==> config.mk <==
export PLATFORM = sky130hd
export DESIGN_NAME = shdlc_frame_deframer_flat
export DESIGN_NICKNAME = d
export VERILOG_FILES = /design/src/rtl/sfd_pkg.sv /design/src/rtl/sfd_if.sv /design/src/rtl/shdlc_frame_deframer.sv /design/src/rtl/sfd_front.sv /design/src/rtl/sfd_fifo.sv /design/src/rtl/sfd_back.sv /design/src/flat_wrapper.sv
export SDC_FILE = /design/constraint.sdc
export NUM_CORES = 1
export LEC_CHECK = 0
export ABC_AREA = 1
export BUFFER_PORTS_ARGS = -buffer_cell sky130_fd_sc_hd__buf_2
export CAP_MARGIN = 5
export CORE_UTILIZATION = 60
export DETAILED_ROUTE_END_ITERATION = 6
export PLACE_DENSITY_LB_ADDON = 0.1
export SLEW_MARGIN = 20
export SYNTH_ARGS = -nofsm -noshare
export SYNTH_HDL_FRONTEND = slang
export SYNTH_HIERARCHICAL = 1
export SYNTH_SLANG_ARGS = --single-unit
==> constraint.sdc <==
create_clock -name clk -period 2.83 [get_ports clk]
set_input_delay 0.4245 -clock clk [delete_from_list [all_inputs] [get_ports clk]]
set_output_delay 0.4245 -clock clk [all_outputs]
set_load 0.1 [all_outputs]
==> src/rtl/sfd_pkg.sv <==
// ----------------------------------------------------------------------------
// sfd_pkg
// Shared types and constants of the frame deframer.
// ----------------------------------------------------------------------------
package sfd_pkg;

  localparam int unsigned POS_W = 9;

  localparam logic [7:0]       ESCAPE_BYTE = 8'h7D;
  localparam logic [7:0]       FLIP_MASK   = 8'h20;
  localparam logic [POS_W-1:0] POS_FIRST   = 9'd1;
  localparam logic [POS_W-1:0] POS_SUM     = 9'd2;
  localparam logic [POS_W-1:0] POS_STATE   = 9'd3;
  localparam logic [POS_W-1:0] POS_LENGTH  = 9'd4;
  localparam logic [POS_W-1:0] DATA_START  = 9'd5;
  localparam logic [POS_W-1:0] POS_MAX     = 9'd511;

  // Unstuffed byte or stop marker, passed from front to back.
  typedef struct packed {
    logic [7:0] data;
    logic       stop;
  } sfd_item_t;

  // Result payload held in the output register.
  typedef struct packed {
    logic [7:0] data_byte;
    logic       frame_end;
    logic [7:0] device_state;
    logic [7:0] reported_length;
    logic       checksum_bad;
  } sfd_result_t;

endpackage

==> src/rtl/sfd_if.sv <==
// ----------------------------------------------------------------------------
// sfd_in_if / sfd_out_if
// Valid/ready channels for raw frame bytes and for deframer results.
// ----------------------------------------------------------------------------
interface sfd_in_if;
  logic       valid;
  logic       ready;
  logic [7:0] rx_byte;
  logic       end_of_frame;

  modport source (output valid, output rx_byte, output end_of_frame, input ready);
  modport sink   (input valid, input rx_byte, input end_of_frame, output ready);
endinterface

interface sfd_out_if;
  logic       valid;
  logic       ready;
  logic [7:0] data_byte;
  logic       frame_end;
  logic [7:0] device_state;
  logic [7:0] reported_length;
  logic       checksum_bad;

  modport source (output valid, output data_byte, output frame_end, output device_state,
                  output reported_length, output checksum_bad, input ready);
  modport sink   (input valid, input data_byte, input frame_end, input device_state,
                  input reported_length, input checksum_bad, output ready);
endinterface

==> src/rtl/shdlc_frame_deframer.sv <==
// ----------------------------------------------------------------------------
// shdlc_frame_deframer
// Receive-side deframer for stuffed SHDLC-style reply frames.
// ----------------------------------------------------------------------------
// in_ch carries one raw byte per transfer; end_of_frame marks the stop byte.
// The first byte of a frame is dropped, 0x7D escapes are removed and the
// following byte has bit 5 flipped. out_ch gives one transfer per payload
// byte within the declared length (frame_end = 0) and one status transfer
// per frame on the stop byte (frame_end = 1) with device state, length and
// checksum flag.
// Throughput is one input byte per cycle while the queue has room. The front
// stage unstuffs into a FIFO_DEPTH-entry queue; the back stage pops it and
// loads the output register. A status result goes through the queue and the
// output register; a payload byte is emitted when the next byte is popped.
// When out_ch stalls, the output register holds, the queue fills and
// in_ch.ready drops once it is full. Reset (rst_n low, synchronous) empties
// the queue and output register and starts a new frame.
// ----------------------------------------------------------------------------
module shdlc_frame_deframer #(
  parameter int FIFO_DEPTH = 4
) (
  input  logic      clk,
  input  logic      rst_n,
  sfd_in_if.sink    in_ch,
  sfd_out_if.source out_ch
);

  logic               push_valid;
  sfd_pkg::sfd_item_t push_item;
  logic               q_full;
  logic               q_empty;
  logic               q_pop;
  sfd_pkg::sfd_item_t q_item;

  sfd_front u_front (
    .clk        (clk),
    .rst_n      (rst_n),
    .in_ch      (in_ch),
    .q_full     (q_full),
    .push_valid (push_valid),
    .push_item  (push_item)
  );

  sfd_fifo #(
    .DEPTH (FIFO_DEPTH)
  ) u_fifo (
    .clk       (clk),
    .rst_n     (rst_n),
    .push      (push_valid),
    .push_item (push_item),
    .pop       (q_pop),
    .pop_item  (q_item),
    .empty     (q_empty),
    .full      (q_full)
  );

  sfd_back u_back (
    .clk     (clk),
    .rst_n   (rst_n),
    .q_empty (q_empty),
    .q_item  (q_item),
    .q_pop   (q_pop),
    .out_ch  (out_ch)
  );

endmodule

==> src/rtl/sfd_front.sv <==
// ----------------------------------------------------------------------------
// sfd_front
// Accepts raw bytes, skips the start byte and removes byte stuffing.
// ----------------------------------------------------------------------------
module sfd_front (
  input  logic              clk,
  input  logic              rst_n,
  sfd_in_if.sink            in_ch,
  input  logic              q_full,
  output logic              push_valid,
  output sfd_pkg::sfd_item_t push_item
);

  logic started_r, started_nxt;
  logic esc_r, esc_nxt;
  logic acc;

  assign in_ch.ready = !q_full;
  assign acc         = in_ch.valid && in_ch.ready;

  always_comb begin
    started_nxt    = started_r;
    esc_nxt        = esc_r;
    push_valid     = 1'b0;
    push_item.data = in_ch.rx_byte;
    push_item.stop = 1'b0;
    if (acc) begin
      if (in_ch.end_of_frame) begin
        push_valid     = 1'b1;
        push_item.stop = 1'b1;
        started_nxt    = 1'b0;
        esc_nxt        = 1'b0;
      end else if (!started_r) begin
        started_nxt = 1'b1;
      end else if (!esc_r && in_ch.rx_byte == sfd_pkg::ESCAPE_BYTE) begin
        esc_nxt = 1'b1;
      end else begin
        push_valid = 1'b1;
        if (esc_r) begin
          push_item.data = in_ch.rx_byte ^ sfd_pkg::FLIP_MASK;
        end
        esc_nxt = 1'b0;
      end
    end
  end

  always_ff @(posedge clk) begin
    if (!rst_n) begin
      started_r <= 1'b0;
      esc_r     <= 1'b0;
    end else begin
      started_r <= started_nxt;
      esc_r     <= esc_nxt;
    end
  end

  a_stop_clears: assert property (@(posedge clk) disable iff (!rst_n)
    (acc && in_ch.end_of_frame) |=> (!started_r && !esc_r))
    else $error("front state not cleared after stop byte");

  a_no_escape_before_start: assert property (@(posedge clk) disable iff (!rst_n)
    esc_r |-> started_r)
    else $error("escape pending outside a frame");

endmodule

==> src/rtl/sfd_fifo.sv <==
// ----------------------------------------------------------------------------
// sfd_fifo
// Short queue of unstuffed items between front and back.
// ----------------------------------------------------------------------------
module sfd_fifo #(
  parameter int DEPTH = 4
) (
  input  logic               clk,
  input  logic               rst_n,
  input  logic               push,
  input  sfd_pkg::sfd_item_t push_item,
  input  logic               pop,
  output sfd_pkg::sfd_item_t pop_item,
  output logic               empty,
  output logic               full
);

  localparam int PTR_W = (DEPTH > 1) ? $clog2(DEPTH) : 1;
  localparam int CNT_W = $clog2(DEPTH + 1);
  localparam logic [PTR_W-1:0] PTR_LAST = PTR_W'(DEPTH - 1);
  localparam logic [CNT_W-1:0] CNT_FULL = CNT_W'(DEPTH);

  sfd_pkg::sfd_item_t mem_r [DEPTH];
  logic [PTR_W-1:0] wr_ptr_r, wr_ptr_nxt;
  logic [PTR_W-1:0] rd_ptr_r, rd_ptr_nxt;
  logic [CNT_W-1:0] count_r, count_nxt;
  logic do_push, do_pop;

  assign empty    = (count_r == '0);
  assign full     = (count_r == CNT_FULL);
  assign do_push  = push && !full;
  assign do_pop   = pop && !empty;
  assign pop_item = mem_r[rd_ptr_r];

  always_comb begin
    wr_ptr_nxt = wr_ptr_r;
    rd_ptr_nxt = rd_ptr_r;
    count_nxt  = count_r;
    if (do_push) begin
      wr_ptr_nxt = (wr_ptr_r == PTR_LAST) ? '0 : wr_ptr_r + PTR_W'(1);
    end
    if (do_pop) begin
      rd_ptr_nxt = (rd_ptr_r == PTR_LAST) ? '0 : rd_ptr_r + PTR_W'(1);
    end
    if (do_push && !do_pop) begin
      count_nxt = count_r + CNT_W'(1);
    end else if (!do_push && do_pop) begin
      count_nxt = count_r - CNT_W'(1);
    end
  end

  always_ff @(posedge clk) begin
    if (do_push) begin
      mem_r[wr_ptr_r] <= push_item;
    end
  end

  always_ff @(posedge clk) begin
    if (!rst_n) begin
      wr_ptr_r <= '0;
      rd_ptr_r <= '0;
      count_r  <= '0;
    end else begin
      wr_ptr_r <= wr_ptr_nxt;
      rd_ptr_r <= rd_ptr_nxt;
      count_r  <= count_nxt;
    end
  end

  a_count_bound: assert property (@(posedge clk) disable iff (!rst_n)
    count_r <= CNT_FULL)
    else $error("queue count exceeds depth");

  a_no_push_full: assert property (@(posedge clk) disable iff (!rst_n)
    !(push && full))
    else $error("push into full queue");

endmodule

==> src/rtl/sfd_back.sv <==
// ----------------------------------------------------------------------------
// sfd_back
// Tracks frame position and checksum, emits payload bytes and frame status.
// ----------------------------------------------------------------------------
module sfd_back (
  input  logic               clk,
  input  logic               rst_n,
  input  logic               q_empty,
  input  sfd_pkg::sfd_item_t q_item,
  output logic               q_pop,
  sfd_out_if.source          out_ch
);

  logic [sfd_pkg::POS_W-1:0] pos_r, pos_nxt;
  logic [7:0] sum_r, sum_nxt;
  logic [7:0] prev_r, prev_nxt;
  logic [7:0] dev_r, dev_nxt;
  logic [7:0] len_r, len_nxt;
  logic       out_valid_r, out_valid_nxt;
  sfd_pkg::sfd_result_t res_r, res_nxt;
  logic [sfd_pkg::POS_W-1:0] data_idx;
  logic       emit;

  assign q_pop    = !q_empty && (!out_valid_r || out_ch.ready);
  // Index of prev_r within the payload, valid once pos_r passes the header.
  assign data_idx = pos_r - (sfd_pkg::DATA_START + sfd_pkg::POS_FIRST);

  always_comb begin
    pos_nxt       = pos_r;
    sum_nxt       = sum_r;
    prev_nxt      = prev_r;
    dev_nxt       = dev_r;
    len_nxt       = len_r;
    res_nxt       = res_r;
    out_valid_nxt = out_valid_r && !out_ch.ready;
    emit          = 1'b0;
    if (q_pop) begin
      if (q_item.stop) begin
        res_nxt.data_byte       = 8'h00;
        res_nxt.frame_end       = 1'b1;
        res_nxt.device_state    = dev_r;
        res_nxt.reported_length = len_r;
        res_nxt.checksum_bad    = (prev_r != ~sum_r);
        out_valid_nxt           = 1'b1;
        pos_nxt                 = sfd_pkg::POS_FIRST;
        sum_nxt                 = 8'h00;
        prev_nxt                = 8'h00;
        dev_nxt                 = 8'h00;
        len_nxt                 = 8'h00;
      end else begin
        if (pos_r >= sfd_pkg::POS_SUM) begin
          sum_nxt = sum_r + prev_r;
          emit    = (pos_r >= sfd_pkg::DATA_START + sfd_pkg::POS_FIRST) &&
                    (data_idx < {1'b0, len_r});
        end
        if (emit) begin
          res_nxt.data_byte       = prev_r;
          res_nxt.frame_end       = 1'b0;
          res_nxt.device_state    = 8'h00;
          res_nxt.reported_length = 8'h00;
          res_nxt.checksum_bad    = 1'b0;
          out_valid_nxt           = 1'b1;
        end
        prev_nxt = q_item.data;
        if (pos_r == sfd_pkg::POS_STATE) begin
          dev_nxt = q_item.data;
        end else if (pos_r == sfd_pkg::POS_LENGTH) begin
          len_nxt = q_item.data;
        end
        if (pos_r < sfd_pkg::POS_MAX) begin
          pos_nxt = pos_r + sfd_pkg::POS_W'(1);
        end
      end
    end
  end

  always_ff @(posedge clk) begin
    if (!rst_n) begin
      pos_r       <= sfd_pkg::POS_FIRST;
      sum_r       <= 8'h00;
      prev_r      <= 8'h00;
      dev_r       <= 8'h00;
      len_r       <= 8'h00;
      out_valid_r <= 1'b0;
    end else begin
      pos_r       <= pos_nxt;
      sum_r       <= sum_nxt;
      prev_r      <= prev_nxt;
      dev_r       <= dev_nxt;
      len_r       <= len_nxt;
      out_valid_r <= out_valid_nxt;
    end
  end

  always_ff @(posedge clk) begin
    res_r <= res_nxt;
  end

  assign out_ch.valid           = out_valid_r;
  assign out_ch.data_byte       = res_r.data_byte;
  assign out_ch.frame_end       = res_r.frame_end;
  assign out_ch.device_state    = res_r.device_state;
  assign out_ch.reported_length = res_r.reported_length;
  assign out_ch.checksum_bad    = res_r.checksum_bad;

  a_stop_resets: assert property (@(posedge clk) disable iff (!rst_n)
    (q_pop && q_item.stop) |=> (pos_r == sfd_pkg::POS_FIRST && sum_r == 8'h00 && out_valid_r))
    else $error("frame state not reset after stop item");

  a_pos_nonzero: assert property (@(posedge clk) disable iff (!rst_n)
    pos_r != '0)
    else $error("position counter wrapped");

endmodule
==> src/flat_wrapper.sv <==
// flat-port wrapper written by rule: the top's interface ports become plain ports
module shdlc_frame_deframer_flat 
#(
  parameter int FIFO_DEPTH = 4
)
  (clk, rst_n, in_ch_valid, in_ch_rx_byte, in_ch_end_of_frame, in_ch_ready, out_ch_valid, out_ch_data_byte, out_ch_frame_end, out_ch_device_state, out_ch_reported_length, out_ch_checksum_bad, out_ch_ready);
  sfd_in_if in_ch_i ();
  sfd_out_if out_ch_i ();
  input  logic clk;
  input  logic rst_n;
  input wire logic [$bits(in_ch_i.valid)-1:0] in_ch_valid;
  input wire logic [$bits(in_ch_i.rx_byte)-1:0] in_ch_rx_byte;
  input wire logic [$bits(in_ch_i.end_of_frame)-1:0] in_ch_end_of_frame;
  output wire logic [$bits(in_ch_i.ready)-1:0] in_ch_ready;
  output wire logic [$bits(out_ch_i.valid)-1:0] out_ch_valid;
  output wire logic [$bits(out_ch_i.data_byte)-1:0] out_ch_data_byte;
  output wire logic [$bits(out_ch_i.frame_end)-1:0] out_ch_frame_end;
  output wire logic [$bits(out_ch_i.device_state)-1:0] out_ch_device_state;
  output wire logic [$bits(out_ch_i.reported_length)-1:0] out_ch_reported_length;
  output wire logic [$bits(out_ch_i.checksum_bad)-1:0] out_ch_checksum_bad;
  input wire logic [$bits(out_ch_i.ready)-1:0] out_ch_ready;
  assign in_ch_i.valid = in_ch_valid;
  assign in_ch_i.rx_byte = in_ch_rx_byte;
  assign in_ch_i.end_of_frame = in_ch_end_of_frame;
  assign in_ch_ready = in_ch_i.ready;
  assign out_ch_valid = out_ch_i.valid;
  assign out_ch_data_byte = out_ch_i.data_byte;
  assign out_ch_frame_end = out_ch_i.frame_end;
  assign out_ch_device_state = out_ch_i.device_state;
  assign out_ch_reported_length = out_ch_i.reported_length;
  assign out_ch_checksum_bad = out_ch_i.checksum_bad;
  assign out_ch_i.ready = out_ch_ready;
  shdlc_frame_deframer #(.FIFO_DEPTH(FIFO_DEPTH)) u_core (.clk(clk), .rst_n(rst_n), .in_ch(in_ch_i), .out_ch(out_ch_i));
endmodule
==> results.tsv, run 1 <==
stage	metric	value	unit
global_route	GRT Util Overall	0.249	
layout	post-layout net count	708	
logic_synthesis	Yosys reg bits	115	
drt	Antenna Nets Post-Route	0	
global_route	vias in the first global route	4007	
timing	min cycle time layout	2520	ps
logic_synthesis	Synth Net Count	663	
placement	dpl cells	760	
floorplanning	initial core utilization	0.618	
timing	Final WS setup	311	ps
logic_synthesis	library cells used by synthesis	44	
clock_tree	cts hold-fix bufs	0	
drt	first-pass iteration count of the detailed router	5	
clock_tree	Root Driver	clkbuf_8	
power	Static Leak	0.00284	µW
logic_synthesis	post-synthesis sequential area ratio	0.515	
worst_setup_path	crit start category	register	
global_route	largest net degree at the start of global routing	30	
clock_tree	clk buf depth	2	
timing	RSZ-0062 raised after global routing	false	
floorplanning	die area	9860	µm²
layout	Layout Utilization	0.705	
layout	Post-Layout Cell Count	792	
placement	Post-Place Worst Slack	348	ps
clock_tree	H-tree depth	4	
global_route	global route overflow	0	
power	Pwr Density	1200	nW/µm²
power	Peak VDD IR	0.765	mV
floorplanning	core area	9200	µm²
floorplanning	IO Pins	41	
timing	clk_skew	10.5	ps
drt	via count	4249	
logic_synthesis	synth warn	6	
drt	DRT iter0 DRCs	228	
timing	pins over their slew limit	0	
min_path	worst hold path type	in -> reg	
layout	share of layout cells above drive strength 1	0.201	
drt	routed len/inst	14.3	µm
floorplanning	Chip Width	99.3	µm
timing	Worst-Margin Slew	670	ps
layout	# diodes	0	
clock_tree	clock sink count	115	
worst_setup_path	critical path peak fanout	26	
clock_tree	TritonCTS clock tree	yes	
timing	hold slack	150	ps
placement	Final GP Congestion	0.960	
worst_setup_path	Worst EP arrival	2700	ps
clock_tree	CTS Buf Count	17	
run_status	status	finished clean	
logic_synthesis	Post-Syn Area	5680	µm²
timing	endpoints failing hold	0	
timing	final setup TNS	0	ps
placement	IO buf count	40	
timing	Period Utilization, post-route	0.890	
global_route	initial antenna violation count	0	
floorplanning	row count	35	
logic_synthesis	fraction of registers with async set/reset	0	
drt	# DRC	0	
clock_tree	post-CTS setup repair buffer count	0	
logic_synthesis	EDFF count, synth	62	
logic_synthesis	syn avg cell area	9.12	µm²
layout	commonest cells after routing, fill and taps aside	100 x nand2_1, 92 x inv_1, 78 x nor2_1	
flow_run	Max-Cap Viols	0	
placement	DP HPWL	7.70	mm
clock_tree	CTS resizes	0	
timing	fmax	0.397	GHz
global_route	global-route wire length before repair	18.9	mm
clock_tree	CTS clock-pin slew for the worst setup and hold paths	60	ps
worst_setup_path	kind of critical path	reg -> reg	
drt	final wirelength	11.4	mm
logic_synthesis	Primary FF master, synth	edfxtp_1	
drt	DR vias/cell	5.36	
worst_setup_path	Setup crit end kind	register	
worst_setup_path	WP data required	3010	ps
layout	commonest non-fill, non-tap cell in the layout	nand2_1	
floorplanning	DIE HEIGHT	99.3	µm
logic_synthesis	Syn Inst Count	623	
layout	Area growth syn-to-layout	14.1	%
timing	headroom to the max-slew limit	0.553	
clock_tree	clk_lat worst skew	510	ps
timing	final setup fails	0	
layer usage:
metal,GRT usage,wire length [µm],share of wire
met1,0.321,5160,0.45
met2,0.423,5440,0.48
met3,0.0513,563,0.050
met4,0.0814,182,0.016
met5,0,0,0
layout make-up:
cell class / instances / area (µm²)
timing repair buffer: 48 / 260
clock buffer: 17 / 414
inverter: 104 / 399
clock inverter: 15 / 149
tap: 111 / 139
fill: 690 / 2720
multi-input combinational: 382 / 2200
sequential: 115 / 2920
cell usage after synthesis, types with 7 or more instances:
| library cell | instances | share of area |
|---|---|---|
| o22ai_2 | 9 | 0.020 |
| nand4_1 | 9 | 0.0099 |
| buf_4 | 7 | 0.0093 |
| o21ai_0 | 41 | 0.036 |
| xor2_1 | 10 | 0.015 |
| inv_1 | 92 | 0.061 |
| inv_2 | 10 | 0.0066 |
| a21oi_1 | 38 | 0.033 |
| nor2_1 | 78 | 0.052 |
| ha_1 | 25 | 0.055 |
| nand3_1 | 17 | 0.015 |
| nor2_2 | 13 | 0.014 |
| nand2_1 | 100 | 0.066 |
| edfxtp_1 | 62 | 0.33 |
| dfxtp_1 | 53 | 0.19 |
metrics by stage:
stage,area [µm²],power [µW]
floorplan,5680,5210
global placement,5920,5710
detailed placement,5920,5770
CTS,6480,7790
global route,6480,8170
finish,6480,7770
kinds of logic after synthesis:
| family | after synthesis | share of synthesized area |
|---|---|---|
| DFF | 115 | 0.515 |
| buffers and inverters | 126 | 0.100 |
| AOI/OAI and AO/OA | 103 | 0.113 |
| adders and majority gates | 27 | 0.0621 |
| and+or+nand+nor | 240 | 0.192 |
| xor gates and xnor gates | 12 | 0.0185 |
state kept, by name (all words and copies together), names as in the netlist, named ones only:
name,count
u_core/u_back/out_ch.device_state,8
u_core/u_front/esc_r,1
u_core/u_front/started_r,1
u_core/u_back/sum_r,8
u_core/u_back/prev_r,8
u_core/u_back/out_ch.valid,1
u_core/u_back/dev_r,8
u_core/u_back/out_ch.frame_end,1
u_core/u_back/out_ch.checksum_bad,1
u_core/u_fifo/rd_ptr_r,2
u_core/u_back/pos_r,9
u_core/u_back/len_r,8
u_core/u_fifo/mem_r,36
u_core/u_fifo/wr_ptr_r,2
u_core/u_fifo/count_r,3
u_core/u_back/out_ch.data_byte,8
u_core/u_back/out_ch.reported_length,8
power breakdown:
| part | switching [µW] | leakage [µW] | internal [µW] | total [µW] |
|---|---|---|---|---|
| Combinational | 2670 | 0.00155 | 686 | 3360 |
| Sequential | 201 | 0.00101 | 2200 | 2410 |
| Clock | 814 | 0.000277 | 1190 | 2000 |
| Total | 3690 | 0.00284 | 4080 | 7770 |
worst max-delay path, cell delays in order, from the launching register on:
cell     delay [ps]
dfxtp_1         360
ha_1            270
or2_2           350
nor2_1          120
o21ai_0          90
ha_1            180
a31oi_1         140
nand2_1          90
nor2_1          110
nand2_1          90
nand2_1          60
buf_4           310
final timing paths:
kind         slack [ps]  depth (start not counted)                                start                                                    end
max                 310                         11  u_core/u_back/pos_r[1]$_SDFFE_PN0P_  u_core/u_back/out_ch.reported_length[6]$_SDFFCE_PN0P_
min                 150                          1                     in_ch_rx_byte[6]                    u_core/u_fifo/mem_r[2][7]$_DFFE_PP_
max reg2reg         310                         11  u_core/u_back/pos_r[1]$_SDFFE_PN0P_  u_core/u_back/out_ch.reported_length[6]$_SDFFCE_PN0P_
min reg2reg         470                          2  u_core/u_back/sum_r[0]$_SDFFE_PN0P_                    u_core/u_back/sum_r[0]$_SDFFE_PN0P_
Note: power is estimated with default switching activity, not from simulation.
==> run 2: changes to the inputs <==
--- a/config.mk
+++ b/config.mk
@@ -10,7 +10,7 @@
 export CAP_MARGIN = 5
 export CORE_UTILIZATION = 60
 export DETAILED_ROUTE_END_ITERATION = 6
-export PLACE_DENSITY_LB_ADDON = 0.1
+export PLACE_DENSITY = 0.78
 export SLEW_MARGIN = 20
 export SYNTH_ARGS = -nofsm -noshare
 export SYNTH_HDL_FRONTEND = slang
==> run 2 against run 1 <==
Critical path depth rose by 6. Combinational power about the same. Cell count shrank 0.13%. First-iteration DRC count increased by 1.8%. Sequential cell count stayed put. Via count shrank 1.3%. Global-route usage shrank 0.82 points. Non-clock buffer count down 1. Sequential share of layout area about the same. Sequential power about the same. Fmax grew 0.73%. Worst hold slack worse by 7.6 ps. Critical endpoint is now u_core/u_fifo/count_r[2]$_SDFFE_PN0P_. Highest routed layer unchanged.
==> results.tsv, run 2 (synthesized netlist as in run 1, its figures left out) <==
stage	metric	value	unit
timing	final setup TNS	0	ps
worst_setup_path	worst r2r src	u_core/u_fifo/count_r[1]$_SDFFE_PN0P_	
floorplanning	die area	9860	µm²
worst_setup_path	r2r endpoint	u_core/u_fifo/count_r[2]$_SDFFE_PN0P_	
drt	DRT iter0 DRCs	232	
global_route	global-route wire length before repair	18.4	mm
layout	Layout Utilization	0.705	
clock_tree	clk_lat worst skew	520	ps
timing	headroom to the max-slew limit	0.537	
floorplanning	IO Pins	41	
clock_tree	TritonCTS clock tree	yes	
floorplanning	Chip Width	99.3	µm
worst_setup_path	Crit path max-delay family	simple AND/OR/NAND/NOR gates	
drt	routed len/inst	13.8	µm
clock_tree	clock sink count	115	
timing	hold slack	143	ps
drt	first-pass iteration count of the detailed router	5	
clock_tree	post-CTS setup repair buffer count	0	
placement	Final GP Congestion	0.949	
timing	endpoints failing hold	0	
timing	Final WS setup	329	ps
worst_setup_path	buffers and inverters on the worst path	5	
floorplanning	initial core utilization	0.618	
drt	final wirelength	10.9	mm
worst_setup_path	crit start category	register	
clock_tree	CTS resizes	0	
clock_tree	Root Driver	clkbuf_8	
global_route	largest net degree at the start of global routing	35	
worst_setup_path	crit-path cells	nor2_2 -> nand2_2 -> inv_1 -> nor2_2 -> nand2_2 -> a31oi_1 -> nand2_4 -> inv_1 -> ha_1 -> inv_1 -> fa_1 -> inv_1 -> nand2_1 -> nand3_1 -> nand2_1 -> inv_1 -> nor2_1	
layout	commonest non-fill, non-tap cell in the layout	nand2_1	
drt	# DRC	0	
timing	RSZ-0062 raised after global routing	false	
drt	DR vias/cell	5.30	
layout	commonest cells after routing, fill and taps aside	100 x nand2_1, 92 x inv_1, 78 x nor2_1	
placement	DP HPWL	7.50	mm
worst_setup_path	R2R depth	17	
worst_setup_path	CP Depth	17	
power	Pwr Density	1200	nW/µm²
clock_tree	CTS clock-pin slew for the worst setup and hold paths	60	ps
timing	Period Utilization, post-route	0.884	
global_route	vias in the first global route	4028	
run_status	status	finished clean	
clock_tree	H-tree depth	4	
global_route	initial antenna violation count	0	
worst_setup_path	slowest CP cell	dfxtp_1	
layout	post-layout net count	707	
placement	IO buf count	40	
layout	share of layout cells above drive strength 1	0.200	
clock_tree	CTS Buf Count	17	
worst_setup_path	r2r setup slk	330	ps
placement	Post-Place Worst Slack	320	ps
power	Peak VDD IR	0.764	mV
timing	fmax	0.400	GHz
worst_setup_path	kind of critical path	reg -> reg	
power	Static Leak	0.00282	µW
flow_run	Max-Cap Viols	0	
floorplanning	DIE HEIGHT	99.3	µm
worst_setup_path	Setup crit end kind	register	
worst_setup_path	most frequent CP cell	inv_1	
timing	final setup fails	0	
worst_setup_path	critical path peak fanout	7	
worst_setup_path	WP data required	3250	ps
drt	Antenna Nets Post-Route	0	
min_path	worst hold path type	in -> reg	
worst_setup_path	Setup crit end	u_core/u_fifo/count_r[2]$_SDFFE_PN0P_	
floorplanning	core area	9200	µm²
worst_setup_path	Worst EP arrival	2920	ps
clock_tree	cts hold-fix bufs	0	
layout	max reg flops	36	
floorplanning	row count	35	
worst_setup_path	Critical Path Source	u_core/u_fifo/count_r[1]$_SDFFE_PN0P_	
timing	min cycle time layout	2500	ps
layout	Reg with most FFs	u_core/u_fifo/mem_r	
drt	via count	4193	
layout	# diodes	0	
timing	pins over their slew limit	0	
layout	largest registers	u_core/u_fifo/mem_r (36), u_core/u_back/pos_r (9)	
worst_setup_path	Crit path largest cell delay	390	ps
timing	Worst-Margin Slew	694	ps
layout	Area growth syn-to-layout	14.2	%
global_route	global route overflow	0	
timing	clk_skew	9.96	ps
global_route	GRT Util Overall	0.241	
clock_tree	clk buf depth	2	
-- run 2: area by class of cell --
type                            instances  area [µm²]
Sequential cell                       115        2920
Timing Repair Buffer                   47         265
Inverter                              104         399
Clock inverter                         15         149
Clock buffer                           17         414
Fill cell                             676        2710
Multi-Input combinational cell        382        2200
Tap cell                              111         139
-- run 2: where the power goes --
group          total (µW)  internal (µW)  switching (µW)  leakage (µW)
clock network        2000           1190             819      0.000266
logic                3360            695            2670       0.00155
registers            2390           2200             190       0.00101
-- run 2: through the flow --
stage / total power [µW] / area, µm² / instances
6_report: 7760 / 6480 / 791
5_1_grt: 8150 / 6480 / 791
4_1_cts: 7780 / 6480 / 791
3_5_place_dp: 5760 / 5920 / 759
3_3_place_gp: 5690 / 5920 / 759
2_1_floorplan: 5210 / 5680 / 623
-- run 2: worst min-delay path by stage --
stage / depth (start not counted) / endpoint / start
global placement: 2 / u_core/u_back/sum_r[0]$_SDFFE_PN0P_ / u_core/u_back/sum_r[0]$_SDFFE_PN0P_
CTS: 1 / u_core/u_fifo/mem_r[3][1]$_DFFE_PP_ / in_ch_rx_byte[0]
finish: 1 / u_core/u_fifo/mem_r[3][1]$_DFFE_PP_ / in_ch_rx_byte[0]
detailed placement: 2 / u_core/u_back/sum_r[0]$_SDFFE_PN0P_ / u_core/u_back/sum_r[0]$_SDFFE_PN0P_
global route: 1 / u_core/u_fifo/mem_r[1][3]$_DFFE_PP_ / in_ch_rx_byte[2]
floorplan: 2 / u_core/u_back/sum_r[0]$_SDFFE_PN0P_ / u_core/u_back/sum_r[0]$_SDFFE_PN0P_
-- run 2: metal layers --
layer / up-vias / routed length (µm) / global-route usage
met3: 26 / 477 / 0.0457
li1: 2110 / - / -
met1: 1925 / 4880 / 0.299
met2: 132 / 5310 / 0.408
met4: 0 / 249 / 0.114
met5: - / 0 / 0
